### src/rtl/ubx_pkg.sv
package ubx_pkg;

    localparam int BufferBytesDefault = 128;

    localparam logic [7:0] SYNC_FIRST  = 8'hB5;
    localparam logic [7:0] SYNC_SECOND = 8'h62;
    localparam logic [7:0] CLS_NAV     = 8'h01;
    localparam logic [7:0] ID_PVT      = 8'h07;
    localparam logic [7:0] CLS_ACK     = 8'h05;
    localparam logic [7:0] ID_ACK      = 8'h01;
    localparam logic [7:0] ID_NAK      = 8'h00;
    localparam logic [7:0] CLS_MON     = 8'h0A;
    localparam logic [7:0] ID_RF       = 8'h38;
    localparam logic [15:0] PVT_BYTES    = 16'd92;
    localparam logic [15:0] RF_MIN_BYTES = 16'd28;
    localparam logic [6:0]  PVT_FIX_OFF  = 7'd20;

    localparam logic [2:0] KIND_PVT   = 3'd0;
    localparam logic [2:0] KIND_ACK   = 3'd1;
    localparam logic [2:0] KIND_NAK   = 3'd2;
    localparam logic [2:0] KIND_RF    = 3'd3;
    localparam logic [2:0] KIND_OTHER = 3'd4;

    // one decoded field: offset, byte count, signedness
    typedef struct packed {
        logic [6:0] off;
        logic [2:0] size;
        logic       sgn;
    } field_desc_t;

    // frame summary handed from the byte parser to the field reader
    typedef struct packed {
        logic [2:0]  kind;
        logic [7:0]  cls;
        logic [7:0]  id;
        logic [15:0] len;
    } frame_info_t;

    function automatic field_desc_t field_desc(input logic [2:0] kind, input logic [4:0] idx);
        field_desc_t d;
        d = '{off: 7'd0, size: 3'd1, sgn: 1'b0};
        case (kind)
            KIND_PVT:
            begin
                case (idx)
                    5'd0:  d = '{7'd0,  3'd4, 1'b0};
                    5'd1:  d = '{7'd4,  3'd2, 1'b0};
                    5'd2:  d = '{7'd6,  3'd1, 1'b0};
                    5'd3:  d = '{7'd7,  3'd1, 1'b0};
                    5'd4:  d = '{7'd8,  3'd1, 1'b0};
                    5'd5:  d = '{7'd9,  3'd1, 1'b0};
                    5'd6:  d = '{7'd10, 3'd1, 1'b0};
                    5'd7:  d = '{7'd11, 3'd1, 1'b0};
                    5'd8:  d = '{7'd20, 3'd1, 1'b0};
                    5'd9:  d = '{7'd23, 3'd1, 1'b0};
                    5'd10: d = '{7'd24, 3'd4, 1'b1};
                    5'd11: d = '{7'd28, 3'd4, 1'b1};
                    5'd12: d = '{7'd36, 3'd4, 1'b1};
                    5'd13: d = '{7'd40, 3'd4, 1'b0};
                    5'd14: d = '{7'd44, 3'd4, 1'b0};
                    5'd15: d = '{7'd48, 3'd4, 1'b1};
                    5'd16: d = '{7'd52, 3'd4, 1'b1};
                    5'd17: d = '{7'd56, 3'd4, 1'b1};
                    5'd18: d = '{7'd76, 3'd2, 1'b0};
                    default: d = '{PVT_FIX_OFF, 3'd1, 1'b0};
                endcase
            end
            KIND_ACK, KIND_NAK:
            begin
                d = '{{6'd0, idx[0]}, 3'd1, 1'b0};
            end
            KIND_RF:
            begin
                case (idx)
                    5'd0:  d = '{7'd6,  3'd1, 1'b0};
                    5'd1:  d = '{7'd7,  3'd1, 1'b0};
                    5'd2:  d = '{7'd12, 3'd2, 1'b0};
                    5'd3:  d = '{7'd14, 3'd2, 1'b0};
                    default: d = '{7'd16, 3'd1, 1'b0};
                endcase
            end
            default: d = '{7'd0, 3'd1, 1'b0};
        endcase
        return d;
    endfunction

    function automatic logic [4:0] field_count(input logic [2:0] kind);
        logic [4:0] n;
        case (kind)
            KIND_PVT:           n = 5'd20;
            KIND_ACK, KIND_NAK: n = 5'd2;
            KIND_RF:            n = 5'd5;
            default:            n = 5'd1;
        endcase
        return n;
    endfunction

endpackage

### src/rtl/ubx_byte_parser.sv
module ubx_byte_parser #(
    parameter int BUFFER_BYTES = ubx_pkg::BufferBytesDefault,
    parameter int AW = $clog2(BUFFER_BYTES)
) (
    input  logic                 clk,
    input  logic                 rst_n,
    input  logic                 take,
    input  logic [7:0]           byte_value,
    output logic                 wr_en,
    output logic [AW-1:0]        wr_addr,
    output logic [7:0]           wr_data,
    output logic                 frame_done,
    output ubx_pkg::frame_info_t frame_info
);
    import ubx_pkg::*;

    typedef enum logic [8:0] {
        PH_SYNC1   = 9'b000000001,
        PH_SYNC2   = 9'b000000010,
        PH_CLASS   = 9'b000000100,
        PH_ID      = 9'b000001000,
        PH_LEN1    = 9'b000010000,
        PH_LEN2    = 9'b000100000,
        PH_PAYLOAD = 9'b001000000,
        PH_CKA     = 9'b010000000,
        PH_CKB     = 9'b100000000
    } phase_t;

    localparam logic [15:0] BufLen = 16'(BUFFER_BYTES);

    phase_t      phase_reg, phase_next;
    logic [7:0]  cls_reg, cls_next, id_reg, id_next;
    logic [15:0] len_reg, len_next;
    logic [15:0] idx_reg, idx_next;
    logic [7:0]  sa_reg, sa_next, sb_reg, sb_next;
    logic [7:0]  sa_add;
    logic [15:0] full_len, idx_inc;
    logic        done_next;
    logic [2:0]  kind;

    assign sa_add   = sa_reg + byte_value;
    assign full_len = {byte_value, len_reg[7:0]};
    assign idx_inc  = idx_reg + 16'd1;

    always_comb
    begin
        phase_next = phase_reg;
        cls_next   = cls_reg;
        id_next    = id_reg;
        len_next   = len_reg;
        idx_next   = idx_reg;
        sa_next    = sa_reg;
        sb_next    = sb_reg;
        done_next  = 1'b0;
        wr_en      = 1'b0;
        if (take)
        begin
            case (phase_reg)
                PH_SYNC1: if (byte_value == SYNC_FIRST) phase_next = PH_SYNC2;
                PH_SYNC2:
                begin
                    if (byte_value == SYNC_SECOND) phase_next = PH_CLASS;
                    else if (byte_value != SYNC_FIRST) phase_next = PH_SYNC1;
                end
                PH_CLASS:
                begin
                    cls_next = byte_value;
                    sa_next = byte_value;
                    sb_next = byte_value;
                    phase_next = PH_ID;
                end
                PH_ID:
                begin
                    id_next = byte_value;
                    sa_next = sa_add;
                    sb_next = sb_reg + sa_add;
                    phase_next = PH_LEN1;
                end
                PH_LEN1:
                begin
                    len_next = {8'd0, byte_value};
                    sa_next = sa_add;
                    sb_next = sb_reg + sa_add;
                    phase_next = PH_LEN2;
                end
                PH_LEN2:
                begin
                    len_next = full_len;
                    sa_next = sa_add;
                    sb_next = sb_reg + sa_add;
                    idx_next = 16'd0;
                    if (full_len > BufLen) phase_next = PH_SYNC1;
                    else if (full_len == 16'd0) phase_next = PH_CKA;
                    else phase_next = PH_PAYLOAD;
                end
                PH_PAYLOAD:
                begin
                    wr_en = 1'b1;
                    idx_next = idx_inc;
                    sa_next = sa_add;
                    sb_next = sb_reg + sa_add;
                    if (idx_inc >= len_reg) phase_next = PH_CKA;
                end
                PH_CKA: phase_next = (byte_value == sa_reg) ? PH_CKB : PH_SYNC1;
                PH_CKB:
                begin
                    phase_next = PH_SYNC1;
                    done_next = (byte_value == sb_reg);
                end
                default: phase_next = PH_SYNC1;
            endcase
        end
    end

    assign wr_addr = idx_reg[AW-1:0];
    assign wr_data = byte_value;

    always_comb
    begin
        if (cls_reg == CLS_NAV && id_reg == ID_PVT && len_reg == PVT_BYTES)
            kind = KIND_PVT;
        else if (cls_reg == CLS_ACK && id_reg == ID_ACK && len_reg >= 16'd2)
            kind = KIND_ACK;
        else if (cls_reg == CLS_ACK && id_reg == ID_NAK && len_reg >= 16'd2)
            kind = KIND_NAK;
        else if (cls_reg == CLS_MON && id_reg == ID_RF && len_reg >= RF_MIN_BYTES)
            kind = KIND_RF;
        else
            kind = KIND_OTHER;
    end

    assign frame_info = '{kind: kind, cls: cls_reg, id: id_reg, len: len_reg};
    assign frame_done = done_next;

    always_ff @(posedge clk or negedge rst_n)
    begin
        if (!rst_n)
        begin
            phase_reg <= PH_SYNC1;
            cls_reg   <= '0;
            id_reg    <= '0;
            len_reg   <= '0;
            idx_reg   <= '0;
            sa_reg    <= '0;
            sb_reg    <= '0;
        end
        else
        begin
            phase_reg <= phase_next;
            cls_reg   <= cls_next;
            id_reg    <= id_next;
            len_reg   <= len_next;
            idx_reg   <= idx_next;
            sa_reg    <= sa_next;
            sb_reg    <= sb_next;
        end
    end

endmodule

### src/rtl/ubx_field_reader.sv
module ubx_field_reader #(
    parameter int BUFFER_BYTES = ubx_pkg::BufferBytesDefault,
    parameter int AW = $clog2(BUFFER_BYTES)
) (
    input  logic                 clk,
    input  logic                 rst_n,
    input  logic                 wr_en,
    input  logic [AW-1:0]        wr_addr,
    input  logic [7:0]           wr_data,
    input  logic                 frame_done,
    input  ubx_pkg::frame_info_t frame_info,
    input  logic [7:0]           fix_threshold,
    output logic                 busy,
    output logic                 valid,
    input  logic                 stall,
    output logic [2:0]           frame_kind,
    output logic [7:0]           msg_class,
    output logic [7:0]           msg_id,
    output logic [4:0]           field_index,
    output logic signed [32:0]   field_value,
    output logic                 last
);
    import ubx_pkg::*;

    typedef enum logic [3:0] {
        RD_IDLE  = 4'b0001,
        RD_ISSUE = 4'b0010,
        RD_TAKE  = 4'b0100,
        RD_OUT   = 4'b1000
    } rd_state_t;

    logic [7:0] mem [BUFFER_BYTES];
    logic [7:0] rdata_reg;

    rd_state_t   st_reg, st_next;
    frame_info_t info_reg, info_next;
    logic [4:0]  fidx_reg, fidx_next;
    logic [2:0]  bcnt_reg, bcnt_next;
    logic [31:0] acc_reg, acc_next;
    logic        valid_reg, valid_next;
    logic [32:0] val_reg, val_next;
    logic [4:0]  oidx_reg, oidx_next;
    logic        olast_reg, olast_next;
    logic [2:0]  okind_reg, okind_next;
    logic [7:0]  ocls_reg, ocls_next, oid_reg, oid_next;
    field_desc_t desc;
    logic [6:0]  rd_off;
    logic [AW-1:0] rd_addr;
    logic [31:0] acc_upd;
    logic        is_fix;

    assign desc    = field_desc(info_reg.kind, fidx_reg);
    assign rd_off  = desc.off + {4'd0, bcnt_reg};
    assign rd_addr = AW'(rd_off);
    assign is_fix  = (info_reg.kind == KIND_PVT) && (fidx_reg == 5'd19);
    assign acc_upd = acc_reg | ({24'd0, rdata_reg} << {bcnt_reg - 3'd1, 3'd0});

    always_ff @(posedge clk)
    begin
        if (wr_en) mem[wr_addr] <= wr_data;
        rdata_reg <= mem[rd_addr];
    end

    always_comb
    begin
        st_next    = st_reg;
        info_next  = info_reg;
        fidx_next  = fidx_reg;
        bcnt_next  = bcnt_reg;
        acc_next   = acc_reg;
        valid_next = valid_reg;
        val_next   = val_reg;
        oidx_next  = oidx_reg;
        olast_next = olast_reg;
        okind_next = okind_reg;
        ocls_next  = ocls_reg;
        oid_next   = oid_reg;
        if (valid_reg && !stall) valid_next = 1'b0;
        case (st_reg)
            RD_IDLE:
            begin
                if (frame_done)
                begin
                    info_next = frame_info;
                    fidx_next = 5'd0;
                    bcnt_next = 3'd0;
                    acc_next  = '0;
                    st_next   = RD_ISSUE;
                end
            end
            RD_ISSUE:
            begin
                // address goes out this cycle, data lands next
                bcnt_next = bcnt_reg + 3'd1;
                st_next   = RD_TAKE;
            end
            RD_TAKE:
            begin
                acc_next = acc_upd;
                if (bcnt_reg == desc.size || info_reg.kind == KIND_OTHER) st_next = RD_OUT;
                else st_next = RD_ISSUE;
            end
            RD_OUT:
            begin
                if (!valid_next)
                begin
                    valid_next = 1'b1;
                    okind_next = info_reg.kind;
                    ocls_next  = info_reg.cls;
                    oid_next   = info_reg.id;
                    oidx_next  = fidx_reg;
                    olast_next = (fidx_reg == field_count(info_reg.kind) - 5'd1);
                    if (info_reg.kind == KIND_OTHER)
                        val_next = {17'd0, info_reg.len};
                    else if (is_fix)
                        val_next = {32'd0, acc_reg[7:0] >= fix_threshold};
                    else
                        val_next = {desc.sgn & acc_reg[31], acc_reg};
                    fidx_next = fidx_reg + 5'd1;
                    bcnt_next = 3'd0;
                    acc_next  = '0;
                    st_next   = olast_next ? RD_IDLE : RD_ISSUE;
                end
            end
            default: st_next = RD_IDLE;
        endcase
    end

    always_ff @(posedge clk or negedge rst_n)
    begin
        if (!rst_n)
        begin
            st_reg    <= RD_IDLE;
            valid_reg <= 1'b0;
        end
        else
        begin
            st_reg    <= st_next;
            valid_reg <= valid_next;
        end
    end

    always_ff @(posedge clk)
    begin
        info_reg  <= info_next;
        fidx_reg  <= fidx_next;
        bcnt_reg  <= bcnt_next;
        acc_reg   <= acc_next;
        val_reg   <= val_next;
        oidx_reg  <= oidx_next;
        olast_reg <= olast_next;
        okind_reg <= okind_next;
        ocls_reg  <= ocls_next;
        oid_reg   <= oid_next;
    end

    assign busy        = (st_reg != RD_IDLE);
    assign valid       = valid_reg;
    assign frame_kind  = okind_reg;
    assign msg_class   = ocls_reg;
    assign msg_id      = oid_reg;
    assign field_index = oidx_reg;
    assign field_value = val_reg;
    assign last        = olast_reg;

endmodule

### src/rtl/ubx_frame_parser.sv
// channel   | handshake            | payload
// ----------+----------------------+---------------------------------------------
// in        | in_valid / in_stall  | byte_value
// out       | valid / stall        | frame_kind msg_class msg_id field_index
//           |                      | field_value last
// config    | cfg_we               | cfg_data (fix_threshold)
//
// A byte takes one cycle; bytes are held off only while the field reader
// walks a finished frame out of the payload RAM. Each field is read byte by
// byte from the synchronous RAM, an issue state and a take state per byte,
// then presented in an output state. Reset clears the parser to the hunt
// and the threshold to 2; the RAM is not cleared. Output stalls back up into
// the field reader and from there into in_stall.
module ubx_frame_parser #(
    parameter int BUFFER_BYTES = ubx_pkg::BufferBytesDefault
) (
    input  logic               clk,
    input  logic               rst_n,
    input  logic               in_valid,
    output logic               in_stall,
    input  logic [7:0]         byte_value,
    input  logic               cfg_we,
    input  logic [7:0]         cfg_data,
    output logic               valid,
    input  logic               stall,
    output logic [2:0]         frame_kind,
    output logic [7:0]         msg_class,
    output logic [7:0]         msg_id,
    output logic [4:0]         field_index,
    output logic signed [32:0] field_value,
    output logic               last
);
    import ubx_pkg::*;

    localparam int AW = $clog2(BUFFER_BYTES);

    logic          take, busy, wr_en, frame_done;
    logic [AW-1:0] wr_addr;
    logic [7:0]    wr_data;
    frame_info_t   frame_info;
    logic [7:0]    thr_reg;

    assign in_stall = busy;
    assign take     = in_valid && !busy;

    always_ff @(posedge clk or negedge rst_n)
    begin
        if (!rst_n) thr_reg <= 8'd2;
        else if (cfg_we) thr_reg <= cfg_data;
    end

    ubx_byte_parser #(.BUFFER_BYTES(BUFFER_BYTES), .AW(AW)) u_parser (
        .clk, .rst_n, .take, .byte_value, .wr_en, .wr_addr, .wr_data,
        .frame_done, .frame_info
    );

    ubx_field_reader #(.BUFFER_BYTES(BUFFER_BYTES), .AW(AW)) u_reader (
        .clk, .rst_n, .wr_en, .wr_addr, .wr_data, .frame_done, .frame_info,
        .fix_threshold(thr_reg), .busy, .valid, .stall, .frame_kind, .msg_class,
        .msg_id, .field_index, .field_value, .last
    );

    a_no_write_busy: assert property (@(posedge clk) disable iff (!rst_n)
        busy |-> !wr_en) else $error("payload write while reading fields");
    a_done_idle: assert property (@(posedge clk) disable iff (!rst_n)
        frame_done |=> busy) else $error("finished frame not picked up");
    a_kind_range: assert property (@(posedge clk) disable iff (!rst_n)
        valid |-> frame_kind <= KIND_OTHER) else $error("bad frame kind");

endmodule

### config.mk
export PLATFORM = sky130hd
export DESIGN_NAME = ubx_frame_parser
export DESIGN_NICKNAME = d
export VERILOG_FILES = /design/src/rtl/ubx_pkg.sv /design/src/rtl/ubx_byte_parser.sv /design/src/rtl/ubx_field_reader.sv /design/src/rtl/ubx_frame_parser.sv
export SDC_FILE = /design/constraint.sdc
export NUM_CORES = 2
export LEC_CHECK = 0
export BUFFER_PORTS_ARGS = -buffer_cell sky130_fd_sc_hd__buf_2
export CAP_MARGIN = 20
export CORE_ASPECT_RATIO = 0.7
export CORE_UTILIZATION = 56
export DETAILED_ROUTE_END_ITERATION = 6
export GPL_TIMING_DRIVEN = 0
export PLACE_DENSITY = 0.72
export SETUP_SLACK_MARGIN = 0.3
export SLEW_MARGIN = 40
export SYNTH_ARGS = -nofsm -noshare
export SYNTH_HDL_FRONTEND = slang
export SYNTH_SLANG_ARGS = --single-unit
### constraint.sdc
create_clock -name clk -period 6.1 [get_ports clk]
set_input_delay 0.61 -clock clk [delete_from_list [all_inputs] [get_ports clk]]
set_output_delay 0.61 -clock clk [all_outputs]
set_load 0.03 [all_outputs]
==> impl_metrics.csv <==
group,metric,value,unit
final_layout,seq_area,0.0373,mm²
critical_path,worstPathCellList,"buf_2, nand2b_1, nor2_1, a221o_1, ha_1, fa_1, clkbuf_1, clkbuf_1, mux4_2, mux4_1, mux2i_1, a22o_1, a221oi_1",
pwr,cellLeakagePower,19.4,nW
placed_design,post-place-ws,0.293,ns
global_route,grt_max_degree,98,
global_route,grt_pass1_vias,26900,
clock_network,clk-insertion-delay-late,0.71,ns
final_layout,fillers,6032,
synth,synth-seq-area-share,0.727,
detailed_routing,drc,0,
global_route,gr-total-overflow,0,
floorplan,design.die.area,0.0928,mm²
critical_path,critical_path_required,6.62,ns
synth,synth_area,0.0513,mm²
detailed_routing,drt_pass1_iterations,5,
worst_hold_path,hp-start,"cfg_data[6]",
final_layout,fin_util,0.638,
synth,syn-num-nets,2778,
final_layout,largest_reg_flops,1024,
detailed_routing,routed_wl,122000,µm
detailed_routing,drt-initial-drc-count,3754,
sta,hold_ws,0.108,ns
floorplan,rows,92,
sta,fin_crit,5.65,ns
detailed_routing,wire_per_inst,28.7,µm
clock_network,cts_buffers,112,
synth,synth_edf_count,1157,
sta,drv_slew,0,
synth,avgSynthCellArea,19.0,µm²
floorplan,start_util,0.568,
clock_network,htreeDepth,3,
critical_path,reg2reg_slack,0.45,ns
sta,fmax,0.177,GHz
final_layout,layout_common_cells,"edfxtp_1, mux4_2, nor2_1, nand2_1, clkbuf_16",
job,cap_violations,0,
clock_network,clk_pin_slew_worst_paths,0.07,ns
floorplan,num_io_pins,81,
sta,finalCritPeriodShare,0.926,
worst_hold_path,hp-class,"primary input to flop",
detailed_routing,postRouteAntennaNets,0,
floorplan,die_w,364,µm
final_layout,multi_input_area,0.0134,mm²
sta,fin_tns_setup,0,ns
detailed_routing,vias_per_cell,6.43,
final_layout,final_common_cell,"edfxtp_1",
critical_path,worstRegToRegCells,13,
critical_path,slowest_delay,0.81,ns
worst_hold_path,holdPathEnd,"thr_reg[6]",
status,status,"finished clean",
placed_design,gp_congestion,0.891,
synth,synthArstFlopShare,0.0681,
pwr,ir_drop,269,µV
placed_design,dp_hpwl,80300,µm
global_route,antenna_found_initial,1,
global_route,grtUsageTotal,0.269,
final_layout,fin_nets,2994,
critical_path,crit_path_max_fanout,10,
floorplan,core-area,0.0904,mm²
clock_network,cts_root_buffer,"clkbuf_16",
critical_path,crit_top_cell,"clkbuf_1",
critical_path,rr_startpoint,"u_reader.info_reg[34]",
synth,netlist_instances,2700,
sta,worst_slew_pin_slew,0.904,ns
critical_path,crit_type,"flop to flop",
clock_network,cts.path.max_buffers,3,
floorplan,die_h,255,µm
critical_path,crit_arrival,6.17,ns
clock_network,cts_tree,"built",
final_layout,final_layout_size_suffix_gt1_frac,0.254,
sta,finalSetupViolations,0,
placed_design,io_buffers,80,
critical_path,path_buf_inv,3,
detailed_routing,via_count,27200,
critical_path,worst_setup_path_end_kind,"flop",
synth,ys_seq_elements,1262,
sta,maxSlewHeadroom,0.396,
sta,clock_skew,0.0199,ns
sta,rsz0062_at_grt,"false",
clock_network,cts_setup_buffers,0,
sta,hold_violations,0,
final_layout,area_delta_synth_final,12.4,%
critical_path,cp_top_family,"multiplexers",
global_route,grt_pass1_wl,180000,µm
critical_path,worstSetupStartpointType,"flop",
synth,ys.flop_type,"edfxtp_1",
critical_path,slowest_stage,"fa_1",
synth,synth_warnings,0,
pwr,design_power_total,0.0176,W
clock_network,cts.sinks,1262,
synth,yosysUniqueCellTypes,89,
sta,layout_setup_ws,0.450,ns
worst_hold_path,holdPathStages,3,
critical_path,timing.rr.end,"u_reader.rdata_reg[2]",
pwr,p_per_area,306,mW/mm²
-- Yosys cell counts, types with 15 or more instances --
cell type,n,share of area
mux2_2,27,0.0059
dfxtp_1,19,0.0074
xor2_1,16,0.0027
inv_1,43,0.0031
o21ai_0,64,0.0062
mux2i_1,42,0.0082
and3_1,28,0.0034
ha_1,54,0.013
clkbuf_1,89,0.0065
buf_2,22,0.0021
a22o_1,16,0.0027
nand3_1,43,0.0042
nand4_1,15,0.0018
nand2_1,133,0.0097
nor3_1,18,0.0018
mux4_2,310,0.14
xnor2_1,36,0.0061
a21oi_1,66,0.0064
dfrtp_1,83,0.040
nor2_1,221,0.016
edfxtp_1,1157,0.68
-- worst min-delay path, delay by kind of cell --
kind | cells | cell delay (ns)
compound gates | 1 | 0.06
buf+inv | 1 | 0.08
simple gates | 1 | 0.04
-- kinds of logic (layout without fill, tap and decap cells) --
family,Yosys count,after routing,share of synthesized area
buffers and inverters,175,488,0.0154
other,0,2,0
and+or+nand+nor,539,539,0.0492
xor gates and xnor gates,55,55,0.0104
adders and majority gates,57,57,0.0143
AOI/OAI and AO/OA,222,222,0.0282
DFF,1262,1262,0.727
muxes,390,390,0.156
-- stage by stage --
step / cell area (µm²) / instances
4_1_cts: 57500 / 4235
6_report: 57600 / 4237
2_1_floorplan: 51300 / 2700
3_5_place_dp: 53700 / 4023
5_1_grt: 57600 / 4235
3_3_place_gp: 53200 / 4002
-- area by class of cell --
type,count,share of cell area
Sequential cell,1262,0.647
Inverter,43,0.00280
Clock inverter,74,0.0129
Multi-Input combinational cell,1263,0.233
Buffer,132,0.0116
Antenna cell,2,0.0000868
Tap cell,1222,0.0265
Timing Repair Buffer,102,0.0145
Clock buffer,137,0.0519
-- routing by layer --
| layer | track usage | share of wire | vias to the layer above |
|---|---|---|---|
| met1 | 0.411 | 0.42 | 14100 |
| met3 | 0.0671 | 0.11 | 194 |
| li1 | - | - | 11300 |
| met2 | 0.392 | 0.45 | 1577 |
| met4 | 0.0716 | 0.023 | 0 |
| met5 | 0 | 0 | - |
-- where the power goes --
group	switching (W)	internal [W]	total, W	leakage (nW)
Combinational	0.000514	0.000343	0.000857	5.78
Clock	0.00315	0.00404	0.00719	1.82
Sequential	0.0000881	0.00950	0.00959	11.8
Total	0.00375	0.0139	0.0176	19.4
-- worst max path at each step --
stage	from	endpoint	slack, ns	cells after the start
CTS	u_reader.info_reg[34]	u_reader.rdata_reg[3]	0.32	13
finish	u_reader.info_reg[34]	u_reader.rdata_reg[2]	0.45	13
detailed placement	u_reader.info_reg[34]	u_reader.rdata_reg[5]	0.29	13
global placement	byte_value[5]	u_reader.info_reg[15]	-2.26	5
floorplan	byte_value[5]	u_reader.info_reg[0]	0.97	4
global route	u_reader.info_reg[34]	u_reader.rdata_reg[1]	0.34	13
-- timing repair --
action                                  4_1_cts  5_1_grt
gates resized for setup                       3        7
endpoints found under the setup margin        5        7
hold buffers                                  1        0
endpoints found under the hold margin        28        0
Power figures use the tool's default switching activity.
